$ cat config.mk
export PLATFORM = sky130hd
export DESIGN_NAME = pdvc_modstep
export DESIGN_NICKNAME = d
export VERILOG_FILES = /design/src/rtl/core/pdvc_pkg.sv /design/src/rtl/core/pdvc_modstep.sv
export SDC_FILE = /design/constraint.sdc
export NUM_CORES = 1
export LEC_CHECK = 0
export BUFFER_PORTS_ARGS = -buffer_cell sky130_fd_sc_hd__buf_2
export CORE_ASPECT_RATIO = 1.5
export CORE_MARGIN = 3
export CORE_UTILIZATION = 47
export CTS_BUF_LIST = sky130_fd_sc_hd__clkbuf_2 sky130_fd_sc_hd__clkbuf_4 sky130_fd_sc_hd__clkbuf_8
export CTS_CLUSTER_SIZE = 14
export DETAILED_ROUTE_END_ITERATION = 10
export GPL_TIMING_DRIVEN = 0
export PLACE_DENSITY = 0.82
export SLEW_MARGIN = 40
export SYNTH_ARGS = -nofsm -noshare
export SYNTH_HDL_FRONTEND = slang
export SYNTH_SLANG_ARGS = --single-unit
$ cat constraint.sdc
create_clock -name clk -period 4.2 [get_ports clk]
set_clock_uncertainty 0.2 [all_clocks]
set_input_delay 1.26 -clock clk [delete_from_list [all_inputs] [get_ports clk]]
set_output_delay 1.26 -clock clk [all_outputs]
set_load 0.005 [all_outputs]
$ cat src/rtl/core/pdvc_pkg.sv
package pdvc_pkg;

	localparam int FRAC_BITS_DEF = 16;
	localparam int CORDIC_ITER_DEF = 20;

	localparam logic [34:0] Q30_PI = 35'd3373259426;
	localparam logic [34:0] Q30_HALF_PI = 35'd1686629713;
	localparam logic [34:0] Q30_TWO_PI = 35'd6746518852;
	localparam logic signed [35:0] Q30_ONE = 36'sd1073741824;
	localparam logic signed [35:0] Q30_GAIN_INV = 36'sd652032874;
	localparam logic [30:0] SPEED_MAX = 31'h7fffffff;

	localparam logic [1:0] ST_OK = 2'd0;
	localparam logic [1:0] ST_ZERO_DT = 2'd1;
	localparam logic [1:0] ST_SAT = 2'd2;

	localparam logic MODEL_DIFF = 1'b0;

	typedef struct packed {
		logic signed [31:0] cur_x;
		logic signed [31:0] cur_y;
		logic signed [31:0] cur_heading;
		logic signed [31:0] next_x;
		logic signed [31:0] next_y;
		logic signed [31:0] next_heading;
		logic [30:0]        time_step;
	} pose_in_t;

	typedef struct packed {
		logic [30:0]        linear_speed;
		logic signed [31:0] turn_command;
		logic [1:0]         status;
	} cmd_out_t;

	function automatic logic signed [35:0] atan_q30(input int i);
		logic signed [35:0] r;
		case (i)
			0: r = 36'sd843314857;
			1: r = 36'sd497837830;
			2: r = 36'sd263043837;
			3: r = 36'sd133525159;
			4: r = 36'sd67021687;
			5: r = 36'sd33543516;
			6: r = 36'sd16775851;
			7: r = 36'sd8388437;
			8: r = 36'sd4194283;
			9: r = 36'sd2097149;
			default: r = (i < 31) ? (36'sd1 <<< (30 - i)) : 36'sd0;
		endcase
		return r;
	endfunction

endpackage

$ cat src/rtl/core/pdvc_modstep.sv
// one bit of the remainder by 2*pi, msb first
module pdvc_modstep #(
	parameter int BIT = 0
) (
	input  logic clk,
	input  logic en,
	input  logic [34:0] r_i,
	input  logic [63:0] m_i,
	output logic [34:0] r_s1,
	output logic [63:0] m_s1
);
	import pdvc_pkg::*;
	logic [35:0] t;
	always_comb begin
		t = {r_i, m_i[BIT]};
		if (t >= {1'b0, Q30_TWO_PI}) t = t - {1'b0, Q30_TWO_PI};
	end
	always_ff @(posedge clk) begin
		if (en) begin
			r_s1 <= t[34:0];
			m_s1 <= m_i;
		end
	end
endmodule

Yosys cells after proc, flatten, opt, wreduce, memory -nomap -nowiden --
Index checks and enable logic that the tools add are counted.
Cells by class: order comparisons 1, add/sub/neg operators 1, muxes and demuxes 1
Operator list (count):
- $ge 36x33->1 const B | 1
- $mux 35 | 1
- $sub 35x33->35 const B | 1
Word-level totals: logic and storage cells 5, output and inout bits 99, bits in registers 99, input bits 101

Logic depth before layout (Yosys ltp) --
depth after elaboration 2, mapped depth 10, mapped depth without buffers 9

Worst setup path before layout --
Ideal clock, no wire load.
path kind input to register, from in r_i[2], to reg r_s1[13], data pin, slack 838 ps, arrival 2904 ps, buffers on the path 1, data required time 3743 ps, stages 10, cells stage by stage inv_1 ha_1 nor4b_1 o21a_1 o22ai_1 a31oi_1 o21ai_0 clkbuf_1 and3_1 xor2_1
Between the ends: cells in the longest elaborated chain, start to end 2, elaborated cells on any way between the ends 3, those cells by class add/sub: 1; order compare: 1; mux: 1
RTL lines:
- start, declared | line pdvc_modstep.sv:7 | input logic [34:0] r_i,
- $sub 35x33->35 / $ge 36x33->1 (equally long branches) | line pdvc_modstep.sv:16 | if (t >= {1'b0, Q30_TWO_PI}) t = t - {1'b0, Q30_TWO_PI};
- $mux 35 (*) | line pdvc_modstep.sv:16
- named net t[13] | line pdvc_modstep.sv:13 | logic [35:0] t;
- end signal, assigned | line pdvc_modstep.sv:20 | r_s1 <= t[34:0];
- end, declared | line pdvc_modstep.sv:9 | output logic [34:0] r_s1,
The timed path passes the listed nets; every way through them passes the cells marked *. A chain may end at the register's enable or synchronous reset.

Worst setup path after layout --
Ends and elaborated chain as after synthesis.

==> results.yml <==
clock_tree:
  cts_htree_levels: 3
  root_buffer: "clkbuf_8"
  tritoncts: "done"
  clk_pin_slew_ps: 90
  cts_hold_buf: 0
  post_cts_buffers: 0
  ctsResizeCount: 0
  numClockSinks: 98
  cts_made_buffers: 9
  clock_path_buffers: 2
timing:
  max_slew.worst_pin.slew_ps: 569.7
  maxSlewViolCount: 0
  rsz0062_at_grt: "no"
  finalCriticalPeriod_ps: 3701
  max_slew_margin_pct: 62.02
  hold_viol: 0
  fin_setup_tns_ps: 0
  worst_slack_ps: 498.7
  min_period_over_period_pct: 88.13
  fmax_mhz: 270.2
  setup_viol: 0
logic_synthesis:
  syn_inst: 229
  syn-num-nets: 332
  synth-main-ff-cell: "edfxtp_1"
  netlist_area_um2: 3829
  synth_seq_area_share_pct: 76.86
  syn_avg_cell_area_um2: 16.72
  yosysUniqueCellTypes: 43
  async_flop_share_pct: 0
  synth_seq_cells: 98
  synth_edf_count: 98
  synth_warnings: 0
critical_path:
  worstSetupEndpointType: "flip-flop"
  crit_chain: "buf_2, inv_1, ha_1, nor4b_1, o21a_1, o22ai_1, a31oi_1, o21ai_0, clkbuf_1, and3_1, xor2_1"
  worst_path_largest_cell_delay_ps: 430
  crit_path_start_kind: "primary input"
  crit_buf_inv: 3
  required_ps: 4100
  cp.arrival_ps: 3600
  crit_fanout: 10
  critPathTopFamily: "compound AO/OA/AOI/OAI gates"
  slowest_stage: "nor4b_1"
  critical_path_class: "primary input to flip-flop"
floorplanning:
  start_util_pct: 49.35
  io_pins: 200
  die_h_um: 116.5
  coreArea_um2: 7759
  row_count: 39
  chipWidth_um: 79.70
  die_area_um2: 9288
final_layout:
  fillers: 553
  design_area_um2: 5199
  drive_gt1_share_pct: 50.45
  final_common_cell: "buf_2"
  area_growth_pct: 35.78
  final_cell_mix: "buf_2 (199), edfxtp_1 (98), xor2_1 (21)"
  fin_nets: 543
  diodes: 0
  fin_util_pct: 67.01
route:
  dr.pass1.iters: 4
  drtAntennaViolNets: 0
  routedWlPerCell_um: 17.85
  wl_met3_um: 960
  detail_route.drc_violations: 0
  wl_met1_um: 3298
  routed_wl_um: 9747
  vias: 2715
  vias_per_cell: 4.973
  wl_met2_um: 5314
  top_layer: "met5"
  dr.first_iter.drc_count: 119
placed_design:
  portBuffers: 199
  dp_hpwl_um: 7693
  dpl_worst_slack_ps: 164.1
  placed_cell_area_um2: 4986
  routabilityCongestion: 0.8373
power_and_ir_drop:
  p_total_mw: 2.104
  irDropWorstVdd_mv: 0.2155
  power.leakage_nw: 2.224
  power_density_nw_per_um2: 404.7
global_routing:
  grt_pass1_wl_um: 14080
  first_global_vias: 2683
  grtUsageTotal_pct: 20.69
  grt_max_degree: 55
  grt_overflow: 0
  antenna_found_initial: 1
job:
  cap_violations: 0
run_status:
  status: "finished, final reports clean"
hold_path:
  hold_path.class: "primary input to flip-flop"
## final cells by class
class | instances | area, um2 | share of cell area [%]
clock buffers | 9 | 123.9 | 2.383
multi-input cells | 124 | 847.1 | 16.29
flip-flops and latches | 98 | 2943 | 56.61
clock inverters | 6 | 88.84 | 1.709
well taps | 102 | 127.6 | 2.455
inverters | 3 | 11.26 | 0.2166
repair buffers | 200 | 1030 | 19.81
plain buffers | 4 | 27.53 | 0.5295
## synthesized netlist by cell type (3+ instances only)
master / instances / area (um2)
nor2_1: 13 / 48.80
o21a_1: 4 / 30.03
o21ai_0: 7 / 35.03
edfxtp_1: 98 / 2943
inv_1: 3 / 11.26
nand2_1: 16 / 60.06
a21oi_1: 6 / 30.03
nor4_1: 3 / 18.77
a31oi_1: 3 / 18.77
xor2_1: 21 / 183.9
xnor2_1: 9 / 78.83
nor3_1: 9 / 45.04
## stage by stage
step | cells | hold WS, ps
after floorplan | 229 | 1159
after global placement | 530 | 1237
after detailed placement | 531 | 1238
after CTS | 546 | 855.3
after global routing | 546 | 846.4
final | 546 | 878.6
## where the power goes
part / switching (mW) / total [mW] / internal, mW
Sequential: 0.0212 / 1.20 / 1.18
Clock: 0.311 / 0.646 / 0.335
Combinational: 0.135 / 0.260 / 0.125
Total: 0.467 / 2.10 / 1.64
## worst paths after layout
check / end / start / cells past startpoint
hold / removal: m_s1[5] / m_i[5] / 1
setup / recovery: r_s1[13] / r_i[2] / 11
## state kept, by name, summed over array words and instances (netlist names)
signal,flops
m_s1,63
r_s1,35
## layer usage
layer,vias to the layer above,global-route usage [%]
met5,-,0
met1,1261,21.47
met3,17,6.713
met2,133,38.15
li1,1302,-
met4,2,8.142
## cells by family after synthesis
logic type                 Yosys count  synth area share, %
DFF                                 98                76.86
buffers and inverters                7                1.013
xor gates and xnor gates            30                6.863
and+or+nand+nor                     59                8.203
AOI/OAI and AO/OA                   30                5.589
adders and majority gates            2               0.6535
muxes                                3               0.8170
No activity file was read; power rests on OpenSTA's default activity.
