[config.mk]
export PLATFORM = sky130hd
export DESIGN_NAME = pdvc_cell
export DESIGN_NICKNAME = d
export VERILOG_FILES = /design/src/rtl/core/pdvc_pkg.sv /design/src/rtl/core/pdvc_cell.sv
export SDC_FILE = /design/constraint.sdc
export NUM_CORES = 1
export LEC_CHECK = 0
export ABC_AREA = 0
export BUFFER_PORTS_ARGS = -buffer_cell sky130_fd_sc_hd__buf_2
export CORE_AREA = 4 4 496 498
export DETAILED_ROUTE_END_ITERATION = 6
export DIE_AREA = 0 0 500 502
export SLEW_MARGIN = 20
export SYNTH_ARGS = -nofsm -noshare
export SYNTH_HDL_FRONTEND = slang
export SYNTH_SLANG_ARGS = --single-unit
[constraint.sdc]
create_clock -name clk -period 0.8 [get_ports clk]
set_input_delay 0.24 -clock clk [delete_from_list [all_inputs] [get_ports clk]]
set_output_delay 0.24 -clock clk [all_outputs]
set_load 0.02 [all_outputs]
[src/rtl/core/pdvc_pkg.sv]
package pdvc_pkg;

	localparam int FRAC_BITS_DEF = 16;
	localparam int CORDIC_ITER_DEF = 20;

	localparam logic [34:0] Q30_PI = 35'd3373259426;
	localparam logic [34:0] Q30_HALF_PI = 35'd1686629713;
	localparam logic [34:0] Q30_TWO_PI = 35'd6746518852;
	localparam logic signed [35:0] Q30_ONE = 36'sd1073741824;
	localparam logic signed [35:0] Q30_GAIN_INV = 36'sd652032874;
	localparam logic [30:0] SPEED_MAX = 31'h7fffffff;

	localparam logic [1:0] ST_OK = 2'd0;
	localparam logic [1:0] ST_ZERO_DT = 2'd1;
	localparam logic [1:0] ST_SAT = 2'd2;

	localparam logic MODEL_DIFF = 1'b0;

	typedef struct packed {
		logic signed [31:0] cur_x;
		logic signed [31:0] cur_y;
		logic signed [31:0] cur_heading;
		logic signed [31:0] next_x;
		logic signed [31:0] next_y;
		logic signed [31:0] next_heading;
		logic [30:0]        time_step;
	} pose_in_t;

	typedef struct packed {
		logic [30:0]        linear_speed;
		logic signed [31:0] turn_command;
		logic [1:0]         status;
	} cmd_out_t;

	function automatic logic signed [35:0] atan_q30(input int i);
		logic signed [35:0] r;
		case (i)
			0: r = 36'sd843314857;
			1: r = 36'sd497837830;
			2: r = 36'sd263043837;
			3: r = 36'sd133525159;
			4: r = 36'sd67021687;
			5: r = 36'sd33543516;
			6: r = 36'sd16775851;
			7: r = 36'sd8388437;
			8: r = 36'sd4194283;
			9: r = 36'sd2097149;
			default: r = (i < 31) ? (36'sd1 <<< (30 - i)) : 36'sd0;
		endcase
		return r;
	endfunction

endpackage

[src/rtl/core/pdvc_cell.sv]
// one pipeline cell, chosen by IDX: a root step, a divide step for speed and rate,
// the fold step, or a rotation or a vectoring cordic step
module pdvc_cell #(
	parameter int IDX = 0,
	parameter int NR = 33,
	parameter int ND = 64,
	parameter int NM = 35,
	parameter int NS = 20
) (
	input  logic clk,
	input  logic arst_n,
	input  logic en,
	input  logic vin,
	input  logic [65:0] rad_i,  input logic [33:0] rem_i,  input logic [32:0] root_i,
	input  logic [63:0] sn_i,   input logic [31:0] sr_i,   input logic [63:0] sq_i,
	input  logic [63:0] an_i,   input logic [31:0] ar_i,   input logic [63:0] aq_i,
	input  logic [34:0] mm_i,
	input  logic signed [35:0] cx_i, input logic signed [35:0] cy_i,
	input  logic signed [35:0] cz_i,
	input  logic [30:0] dt_i,
	input  logic [3:0]  fl_i,
	output logic vout,
	output logic [65:0] rad_o,  output logic [33:0] rem_o,  output logic [32:0] root_o,
	output logic [63:0] sn_o,   output logic [31:0] sr_o,   output logic [63:0] sq_o,
	output logic [63:0] an_o,   output logic [31:0] ar_o,   output logic [63:0] aq_o,
	output logic [34:0] mm_o,
	output logic signed [35:0] cx_o, output logic signed [35:0] cy_o,
	output logic signed [35:0] cz_o,
	output logic [30:0] dt_o,
	output logic [3:0]  fl_o
);
	import pdvc_pkg::*;

	localparam int P_R = NR;
	localparam int P_D = P_R + ND;
	localparam int P_M = P_D + 1;
	localparam int P_S = P_M + NS;

	logic [65:0] rad_n; logic [33:0] rem_n; logic [32:0] root_n;
	logic [63:0] sn_n; logic [31:0] sr_n; logic [63:0] sq_n;
	logic [63:0] an_n; logic [31:0] ar_n; logic [63:0] aq_n;
	logic [34:0] mm_n;
	logic signed [35:0] cx_n, cy_n, cz_n;
	logic [34:0] trial;
	logic [34:0] rw;
	logic [32:0] dr;
	logic signed [35:0] xs, ys;
	logic [34:0] fa;
	logic signed [35:0] fs;

	always_comb begin
		rad_n = rad_i; rem_n = rem_i; root_n = root_i;
		sn_n = sn_i; sr_n = sr_i; sq_n = sq_i;
		an_n = an_i; ar_n = ar_i; aq_n = aq_i;
		mm_n = mm_i; cx_n = cx_i; cy_n = cy_i; cz_n = cz_i;
		trial = '0; rw = '0; dr = '0; xs = '0; ys = '0; fa = '0; fs = '0;
		if (IDX < P_R) begin
			// partial remainder needs one bit more than it keeps
			rw = {rem_i[32:0], rad_i[65:64]};
			rad_n = {rad_i[63:0], 2'b00};
			trial = {1'b0, root_i[31:0], 2'b01};
			root_n = {root_i[31:0], 1'b0};
			if (rw >= trial) begin
				rw = rw - trial;
				root_n[0] = 1'b1;
			end
			rem_n = rw[33:0];
		end else if (IDX < P_D) begin
			// restoring divide, one quotient bit per cell for both dividers
			dr = {sr_i, sn_i[63]};
			sn_n = {sn_i[62:0], 1'b0};
			sq_n = {sq_i[62:0], 1'b0};
			if (dr >= {2'b00, dt_i}) begin
				dr = dr - {2'b00, dt_i};
				sq_n[0] = 1'b1;
			end
			sr_n = dr[31:0];
			dr = {ar_i, an_i[63]};
			an_n = {an_i[62:0], 1'b0};
			aq_n = {aq_i[62:0], 1'b0};
			if (dr >= {2'b00, dt_i}) begin
				dr = dr - {2'b00, dt_i};
				aq_n[0] = 1'b1;
			end
			ar_n = dr[31:0];
		end else if (IDX < P_M) begin
			// fold the reduced angle into [-pi/2, pi/2], fl[3] = heading change negative
			fa = mm_i;
			if (fl_i[3] && fa != 35'd0) fa = Q30_TWO_PI - fa;
			fs = $signed({1'b0, fa});
			if (fa > Q30_PI) fs = fs - $signed({1'b0, Q30_TWO_PI});
			if (fs > $signed({1'b0, Q30_HALF_PI}))
				fs = $signed({1'b0, Q30_PI}) - fs;
			else if (fs < -$signed({1'b0, Q30_HALF_PI}))
				fs = -$signed({1'b0, Q30_PI}) - fs;
			cz_n = fs; cx_n = Q30_GAIN_INV; cy_n = '0;
		end else if (IDX < P_S) begin
			xs = cx_i >>> (IDX - P_M);
			ys = cy_i >>> (IDX - P_M);
			if (cz_i >= 0) begin
				cx_n = cx_i - ys; cy_n = cy_i + xs; cz_n = cz_i - atan_q30(IDX - P_M);
			end else begin
				cx_n = cx_i + ys; cy_n = cy_i - xs; cz_n = cz_i + atan_q30(IDX - P_M);
			end
			if (IDX == P_S - 1) begin
				cy_n = cy_n <<< 1; cx_n = Q30_ONE; cz_n = '0;
			end
		end else begin
			xs = cx_i >>> (IDX - P_S);
			ys = cy_i >>> (IDX - P_S);
			if (cy_i >= 0) begin
				cx_n = cx_i + ys; cy_n = cy_i - xs; cz_n = cz_i + atan_q30(IDX - P_S);
			end else begin
				cx_n = cx_i - ys; cy_n = cy_i + xs; cz_n = cz_i - atan_q30(IDX - P_S);
			end
		end
	end

	always_ff @(posedge clk or negedge arst_n) begin
		if (!arst_n) vout <= 1'b0;
		else if (en) vout <= vin;
	end

	always_ff @(posedge clk) begin
		if (en) begin
			rad_o <= rad_n; rem_o <= rem_n; root_o <= root_n;
			sn_o <= sn_n; sr_o <= sr_n; sq_o <= sq_n;
			an_o <= an_n; ar_o <= ar_n; aq_o <= aq_n;
			mm_o <= mm_n; cx_o <= cx_n; cy_o <= cy_n; cz_o <= cz_n;
			dt_o <= dt_i; fl_o <= fl_i;
		end
	end

	logic unused_nm;
	assign unused_nm = (NM == 0);
endmodule

After elaboration in Yosys (flattened, before gate mapping)
Cells that the tools add are included.

Register bits: 630. Bits in latches: 0. Bits in writable memories: 0. ROM bits: 0. Output and inout port bits: 632. Memories kept: 0.

$add $sub $neg: 1. $mul: 0. Divide/modulo/power cells: 0. $lt $le $gt $ge: 1. Eq/ne operators: 0. Shift operators: 0. Muxes and demuxes: 2. Bitwise operators: 0. Reductions and logical operators: 0.

Operators with widths (count): >= comparator 35 x 34 -> 1 bit (1); two-way mux 34 bit (1); subtractor 34 bit (1); two-way mux 1 bit (1).

Logic depth before layout (Yosys ltp)
Gate-level depths: netlist (run 1).

Depth in word-level cells: 2. Depth in mapped cells: 13. Gate-level depth less buffers: 10.

Worst setup path before layout (run 1)
OpenSTA, ideal clock, no wires.

Path type: input to register. Start: input root_i[14]. End: register rem_o[26], data pin. Arrival: 2.418 ns. Slack: -1.885 ns. Cell stages on the path: 13. Path buffers: 3. Cells stage by stage: inv_1 > ha_1 > buf_6 > a21o_1 > a21o_1 > a211o_1 > a211o_1 > and2_4 > a31oi_2 > buf_6 > buf_6 > mux2i_1 > nor3_2.

Longest elaborated chain between the ends: 2. Elaborated cells between the ends (all ways): 3. Classes of those cells: add/sub: 1; order compare: 1; mux: 1.

RTL lines: from (decl) (line pdvc_cell.sv:14) `input logic [65:0] rad_i, input logic [33:0] rem_i, input logic [32:0] root_i,`; subtractor 34 bit or >= comparator 35 x 34 -> 1 bit (tied branches) (line pdvc_cell.sv:64, pdvc_cell.sv:63); two-way mux 34 bit (*) (line pdvc_cell.sv:63) `if (rw >= trial) begin`; net rw[26] (line pdvc_cell.sv:45) `logic [34:0] rw;`; to (signal assigned) (line pdvc_cell.sv:126) `rad_o <= rad_n; rem_o <= rem_n; root_o <= root_n;`; to (decl) (line pdvc_cell.sv:23) `output logic [65:0] rad_o, output logic [33:0] rem_o, output logic [32:0] root_o,`.

Mark *: on every way through the listed nets, which the timed path passes. The rest lies on a longest branch. A chain may end at the register's enable or synchronous reset.

Final worst setup path (run 1)
Start: input root_i[0]. End: register rem_o[26], data pin.

Same word-level chain as after synthesis.

==> results.cfg, run 1 <==
[clock_network]
cts.sinks = 630
clock_latency_ps = 680
path_clk_slew_ps = 60
clockBufferDepth = 3
ctsHoldBuffers = 631
cts_buffers = 77
cts-root-buf = clkbuf_16
cts_max_level = 3
cts_tree = done

[critical_path]
endpoint_kind = flip-flop
cpLargestDelayFamily = compound AO/OA/AOI/OAI gates
crit_path_top_delay_cell = a2111oi_4
worstPathArrival_ps = 2540
cp_common_cell = o31a_1
critical_path_buf_inv_count = 2
path_class = in -> reg
cp-start-kind = input pin
cpPeakStageDelay_ps = 380
cp_max_fo = 3
cp.required_ps = 1200
crit_chain = buf_8 > inv_6 > ha_4 > nor2b_4 > o31a_1 > o31a_1 > o31a_1 > o41ai_4 > o21ai_2 > a2111oi_4 > nor3_2
regToRegSetupSlack_ps = -110

[sta]
finalCriticalPeriod_ps = 2150
rsz0062_at_grt = true
report.final.hold_viol_count = 1
whs_ps = -139
fmax_mhz = 466
setup_viol = 672
finalMaxSlewViolations = 0
fin_ws_ps = -1350
fin_setup_tns_ps = -473840
clock_skew_ps = 0
fin_crit_sh_pct = 268

[routing]
vias = 18977
drt_first_pass_iters = 7
drc_errors = 1
vias_per_cell = 2.92
wl_per_cell_um = 20.7
drt.antenna.violating_nets = 0
drt_wl_total_um = 134000
drt_iter0_markers = 1101

[outcome]
status = finished, violations left
violations = DRC, hold timing, setup timing

[floorplanning]
core_um2 = 242000
rows = 181
die_w_um = 500
die-area_um2 = 251000
start_util_pct = 8.83
die_height_um = 502
io_pins = 1267

[min_path]
hp-class = in -> reg

[grt]
grt_pass1_wl_um = 172000
grt_max_degree = 50
use_met2_pct = 17.8
grt_overflow = 0
antenna_found_initial = 71
grtUsageMet3_pct = 4.11
gr-usage-met1_pct = 10.4
busiest_layer = met2
first_global_vias = 20600
grt_use_total_pct = 10.0

[placed_design]
place_hpwl_um = 106000
dpl_cell_area_um2 = 34300
gp_congestion = 0.920
place_ws_ps = -2250
io_buffers = 1262

[synth]
ys.flop_type = edfxtp_1
synth_area_leader_cell = edfxtp_1
synth_common_cells = 629 x edfxtp_1, 47 x nand2_1, 43 x inv_1
yosys_warnings = 0
avgSynthCellArea_um2 = 21.1
ys_seq_area_share_pct = 88.5
ys_types = 63
synthCells = 1012
synthesis.area_um2 = 21400
synth_area_leaders = edfxtp_1 88%, ha_1 2.0%, o21ai_0 0.98%
synth_most_common_cell = edfxtp_1
synth_edf_count = 629
synth_top_area_share_pct = 88.4
ys_seq_elements = 630
async_flop_share_pct = 0.159

[power]
p_per_area_nw_per_um2 = 2080
p_leak_uw = 0.0188
peakVddDrop_v = 0.00166

[job]
maxCapViolCount = 0

[layout]
fill_cells = 25660
multi_input_area_um2 = 2860
drive_above_1_share_pct = 53.0
area_growth_pct = 120
ff_latch_area_um2 = 18900
design_area_um2 = 47000
final_net_count = 3875
## state kept, by name, indices dropped and copies added, names as in the netlist
signal  flops
sq_o       64
an_o       64
fl_o        4
cz_o       36
dt_o       31
cy_o       36
ar_o       32
sr_o       32
vout        1
sn_o       64
rad_o      64
rem_o      34
aq_o       64
root_o     33
mm_o       35
cx_o       36
## stage by stage
stage,hold slack [ps],total power [µW],util (%),std cells
2_1_floorplan,-55.6,46400,-,1013
4_1_cts,-248,98400,18.9,6464
5_1_grt,-236,102000,19.4,6480
3_3_place_gp,52.0,56200,14.2,5676
3_5_place_dp,50.4,56200,14.2,5676
6_report,-139,97800,19.4,6491
## kinds of logic (layout without fill, tap and decap cells)
logic type,count (synthesis),in the layout,share of synthesized area [%]
simple gates,119,119,2.78
compound gates,141,141,4.27
xor+xnor,22,22,0.902
flops,630,630,88.5
mux,6,6,0.316
fa+ha+maj,34,34,1.99
buf+inv,59,2314,1.22
other cells,1,23,0.0175
## timing repair
item | in CTS | in global routing
buffers inserted | 12 | 11
endpoints found under the setup margin | 665 | 672
resized for setup | 660 | 405
endpoints found under the hold margin | 634 | 1
pin swaps | 31 | 21
cloned | 4 | 0
## worst reg2reg max path: stages (launching register included)
cell and delay, ps:
dfrtp_2 410, buf_4 130, mux2_2 260
## cells in the final DEF, fill, tap and decap left out, types with 24 or more instances in the layout
master | netlist | routed
dlygate4sd3_1 | 0 | 631
o21ai_2 | 1 | 24
inv_1 | 43 | 32
buf_12 | 0 | 73
buf_2 | 5 | 777
a21oi_1 | 36 | 28
nand2_1 | 47 | 34
buf_6 | 3 | 441
edfxtp_1 | 629 | 629
buf_4 | 3 | 187
clkbuf_16 | 0 | 77
## final timing paths
kind,cells after the start,from,endpoint
worst min register to register,2,vout,vout
max in group asynchronous,3,arst_n,vout
min in group asynchronous,3,arst_n,vout
worst min-delay path,3,rem_i[0],rem_o[2]
worst max-delay path,11,root_i[0],rem_o[26]
worst max register to register,2,vout,vout
## layout make-up
class                      instances  share of cell area [%]
clock inverter                    53                    1.34
inverter                          44                   0.463
multi-input combinational        324                    6.08
clock buffer                      88                    4.19
tap                             3202                    8.53
timing repair buffer            2129                    39.0
sequential                       630                    40.3
antenna                           21                   0.112
## where the power goes
part | switching, µW | internal, µW
Combinational | 10200 | 10200
Sequential | 1710 | 39600
Clock | 15800 | 20400
Total | 27700 | 70100
## metal layers
metal | up-vias | part of all wire, %
li1 | 8417 | -
met3 | 248 | 10
met4 | 18 | 4.6
met5 | - | 0.077
met2 | 1154 | 50
met1 | 9140 | 36
Note: power is estimated with default switching activity, not from simulation.
==> run 2, diff against run 1 <==
--- a/config.mk
+++ b/config.mk
@@ -14,3 +14,4 @@
 export SYNTH_ARGS = -nofsm -noshare
 export SYNTH_HDL_FRONTEND = slang
 export SYNTH_SLANG_ARGS = --single-unit
+export TNS_END_PERCENT = 1
==> results.cfg, run 2 (synthesized netlist as in run 1, its figures left out) <==
[grt]
antenna_found_initial = 74
gr-usage-met1_pct = 10.1
grt_pass1_wl_um = 165000
grtUsageMet3_pct = 4.06
use_met2_pct = 16.2
grt_max_degree = 33
busiest_layer = met2
grt_overflow = 0
first_global_vias = 20625
grt_use_total_pct = 9.54

[sta]
fin_setup_tns_ps = -466180
rsz0062_at_grt = true
clock_skew_ps = 0
relSlewSlack_pct = 64.4
finalCriticalPeriod_ps = 2130
fin_ws_ps = -1330
tightest_slew_ps = 533
fmax_mhz = 469
report.final.hold_viol_count = 0
whs_ps = 102
finalMaxSlewViolations = 0
fin_crit_sh_pct = 267
setup_viol = 672

[clock_network]
cts-root-buf = clkbuf_16
path_clk_slew_ps = 60
clockBufferDepth = 3
clock_latency_ps = 670
cts_buffers = 76
cts.sinks = 630
cts_tree = done
cts_max_level = 3

[routing]
drt_first_pass_iters = 5
drt_wl_total_um = 127000
drc_errors = 0
drt_iter0_markers = 1271
vias_per_cell = 2.92
wl_per_cell_um = 19.6
drt.antenna.violating_nets = 0
vias = 18915

[critical_path]
path_class = in -> reg
cp-start-kind = input pin
endpoint_kind = flip-flop
cp_max_fo = 7
r2r-start = vout
crit_start = root_i[18]
worstPathArrival_ps = 2550
cp.required_ps = 1220

[placed_design]
gp_congestion = 0.911
place_hpwl_um = 99300
place_ws_ps = -2300
dpl_cell_area_um2 = 34000
io_buffers = 1262
dp.cells = 5673

[power]
p_per_area_nw_per_um2 = 2110
peakVddDrop_v = 0.00183
p_leak_uw = 0.0180

[layout]
final_cells = 6478
drive_above_1_share_pct = 51.8
design_area_um2 = 44700
final_cell_mix = 1052 x buf_2, 630 x dlygate4sd3_1, 629 x edfxtp_1
area_growth_pct = 109
layout_commonest_cell = buf_2
final_net_count = 3863

[floorplanning]
die_height_um = 502
start_util_pct = 8.83
core_um2 = 242000
io_pins = 1267
die_w_um = 500
die-area_um2 = 251000
rows = 181

[min_path]
hold_start = rem_i[30]
hp-class = in -> reg

[job]
maxCapViolCount = 0

[outcome]
status = finished, violations left
violations = setup timing
-- run 2: cell count changes in the layout (fill, tap and decap cells not counted), sizes merged --
| cell | previous run | this run |
|---|---|---|
| clkinvlp | 5 | 1 |
| clkbuf | 89 | 93 |
| buf | 1497 | 1481 |
| diode | 21 | 24 |
| clkinv | 32 | 35 |
| inv | 53 | 50 |
| dlygate4sd3 | 631 | 630 |
| bufinv | 7 | 6 |
| dlymetal6s4s | 0 | 2 |
-- run 2: through the flow --
step	total power, µW	util, %
after CTS	95500	18.1
final	94400	18.5
after detailed placement	55600	14.0
after global placement	55500	14.0
after global routing	98500	18.4
after floorplan	46200	-
-- run 2: critical path: stages --
cell       delay, ps
buf_8            100
inv_4             50
ha_4             190
a21o_1           190
a211o_1          300
a211o_1          260
a211o_1          270
and2_4           160
a31oi_4          210
clkbuf_16        210
buf_12           130
a41oi_2           40
a21o_1           180
-- run 2: cell type report --
type,instances,area [µm²]
Fill cell,25930,197000
Sequential cell,630,18900
Tap cell,3202,4010
Multi-Input combinational cell,324,2690
Clock buffer,88,1950
Inverter,44,200
Clock inverter,48,568
Antenna cell,24,60.1
Timing Repair Buffer,2118,16300
-- run 2: per-layer routing --
metal  part of all wire [%]  vias up  wire [µm]
met5                   0.15        -        195
met2                     48     1195      60800
met3                     11      248      14200
met4                    4.9       30       6180
li1                       -     8384          -
met1                     36     9058      45500
-- run 2: report_power, final --
group | leakage, µW | internal [µW] | total, µW | switching [µW]
clock network | 0.00122 | 19800 | 35100 | 15300
logic | 0.0106 | 8530 | 18400 | 9900
registers | 0.00617 | 39500 | 40900 | 1380
total | 0.0180 | 67900 | 94400 | 26600
-- run 2: what timing repair did --
item,4_1_cts,5_1_grt
gates resized for setup,292,199
hold endpoints to repair,648,0
cloned,2,1
pin swaps,20,32
endpoints found under the setup margin,665,896
buffers inserted,7,5
hold buffers,633,0
-- run 2: path summary, 6_finish.rpt --
kind | endpoint | slack (ps) | cells past startpoint
min in group asynchronous | vout | 560 | 3
max reg2reg | vout | 30 | 1
min | rem_o[32] | 100 | 4
max | rem_o[17] | -1330 | 13
max in group asynchronous | vout | 140 | 3
min reg2reg | vout | 550 | 1
==> run 3, diff against run 2 <==
--- a/config.mk
+++ b/config.mk
@@ -10,6 +10,8 @@
 export CORE_AREA = 4 4 496 498
 export DETAILED_ROUTE_END_ITERATION = 6
 export DIE_AREA = 0 0 500 502
+export PLACE_DENSITY_LB_ADDON = 0.08
+export RECOVER_POWER = 25
 export SLEW_MARGIN = 20
 export SYNTH_ARGS = -nofsm -noshare
 export SYNTH_HDL_FRONTEND = slang
==> results.cfg, run 3 (synthesized netlist as in run 1, its figures left out) <==
[outcome]
status = finished, violations left
violations = setup timing

[floorplanning]
die_w_um = 500
die_height_um = 502
core_um2 = 242000
io_pins = 1267
die-area_um2 = 251000
rows = 181
start_util_pct = 8.83

[power]
comb_power_share_pct = 18.8
peakVddDrop_v = 0.00168
p_clk_share_pct = 40.7
p_seq_share_pct = 40.5
cell_internal_pwr_uw = 72300
p_per_area_nw_per_um2 = 2190
p_switching_uw = 28100
netSwitchingFraction_pct = 28.0
p_leak_uw = 0.0185

[routing]
wl_per_cell_um = 19.3
drt.antenna.violating_nets = 0
drc_errors = 0
drt_wl_total_um = 126000
drt_iter0_markers = 667
vias = 18105
drt_first_pass_iters = 4
vias_per_cell = 2.77

[clock_network]
cts-root-buf = clkbuf_16
path_clk_slew_ps = 50
cts.sinks = 630
cts_tree = done
cts_buffers = 91
clockBufferDepth = 3
clock_latency_ps = 690
cts_max_level = 3

[layout]
area_growth_pct = 115
final_cells = 6530
final_net_count = 3909
drive_above_1_share_pct = 52.3
layout_commonest_cell = buf_2
fill_cells = 26571
ff_latch_area_um2 = 18900
final_cell_mix = 947 x buf_2, 632 x dlygate4sd3_1, 629 x edfxtp_1
multi_input_area_um2 = 2810

[critical_path]
cp-start-kind = input pin
r2r_cells = 1
path_class = in -> reg
endpoint_kind = flip-flop
crit_start = rem_i[14]
r2r-end = vout
r2r-start = vout
worstPathArrival_ps = 2530
crit_end = rem_o[25]
cp.required_ps = 1240
cp_max_fo = 4
regToRegSetupSlack_ps = 40

[sta]
relSlewSlack_pct = 61.5
report.final.hold_viol_count = 0
setup_viol = 1206
finalMaxSlewViolations = 0
tightest_slew_ps = 578
clock_skew_ps = 0
fin_crit_sh_pct = 261
fmax_mhz = 478
whs_ps = 132
fin_ws_ps = -1290
rsz0062_at_grt = true
finalCriticalPeriod_ps = 2090

[grt]
grt_pass1_wl_um = 168000
grt_max_degree = 38
first_global_vias = 20279
grt_overflow = 0
grt_use_total_pct = 9.65
antenna_found_initial = 37

[placed_design]
gp_congestion = 0.725
io_buffers = 1262
place_hpwl_um = 103000
place_ws_ps = -2540
dp.cells = 5705

[job]
maxCapViolCount = 0

[min_path]
min_path_cells = 4
hp-class = in -> reg
## run 3: changes by cell type in the layout (fill, tap and decap cells not counted), sizes merged
cell and delta:
clkbuf +33, bufinv +2, dlygate4sd3 +2, buf +18
inv -4, diode -13, dlymetal6s4s -2, clkinv +16
## run 3: power by group through the flow
| stage | registers [µW] | logic [µW] | clock network (µW) |
|---|---|---|---|
| after detailed placement | 41000 | 14400 | 0 |
| after global routing | 40900 | 20200 | 44600 |
| after CTS | 40700 | 19000 | 43400 |
| final | 40600 | 18900 | 40800 |
| after floorplan | 44500 | 1700 | 0 |
| after global placement | 41000 | 14600 | 0 |
## run 3: per-layer routing
| layer | vias up | routed length, µm | track usage [%] |
|---|---|---|---|
| met5 | - | 111 | 0 |
| li1 | 8479 | - | - |
| met1 | 8595 | 44900 | 9.85 |
| met4 | 18 | 3920 | 3.09 |
| met2 | 806 | 65700 | 17.7 |
| met3 | 207 | 11600 | 4.08 |
## run 3: worst max-delay path: stages
cell     delay [ps]
buf_2           120
ha_4            250
a21o_1          180
a21o_1          190
a211o_1         320
a211o_1         290
and2_4          190
a31oi_4         170
buf_12          150
buf_8           110
inv_6            40
mux2_4          280
## run 3: stage by stage
step / total power [µW] / instance area (µm²) / util [%] / setup TNS (ps)
after floorplan: 46200 / 21400 / - / -59320
after global placement: 55600 / 33900 / 14.0 / -384810
after detailed placement: 55400 / 33900 / 14.0 / -379650
after CTS: 103000 / 45200 / 18.7 / -752920
after global routing: 106000 / 45900 / 19.0 / -694830
final: 100000 / 45900 / 19.0 / -599310
## run 3: worst min path at each step
| stage | start | slack [ps] | to |
|---|---|---|---|
| floorplan | arst_n | -60 | vout |
| global placement | arst_n | 60 | vout |
| detailed placement | arst_n | 60 | vout |
| CTS | rem_i[30] | -10 | rem_o[32] |
| global route | rem_i[30] | 30 | rem_o[32] |
| finish | rem_i[30] | 130 | rem_o[32] |
## run 3: what timing repair did
item | in CTS | in global routing
gates cloned | 2 | 0
endpoints found under the hold margin | 632 | 1
hold buffers | 632 | 1
setup endpoints to repair | 665 | 1016
pin swaps | 24 | 29
resized for setup | 570 | 193
buffers inserted | 7 | 6
## run 3: layout make-up
cell class,instances,area share [%]
clock inverter,62,1.40
inverter,44,0.387
clock buffer,108,5.10
timing repair buffer,2149,37.0
sequential,630,41.2
multi-input combinational,324,6.12
tap,3202,8.73
antenna,11,0.0600
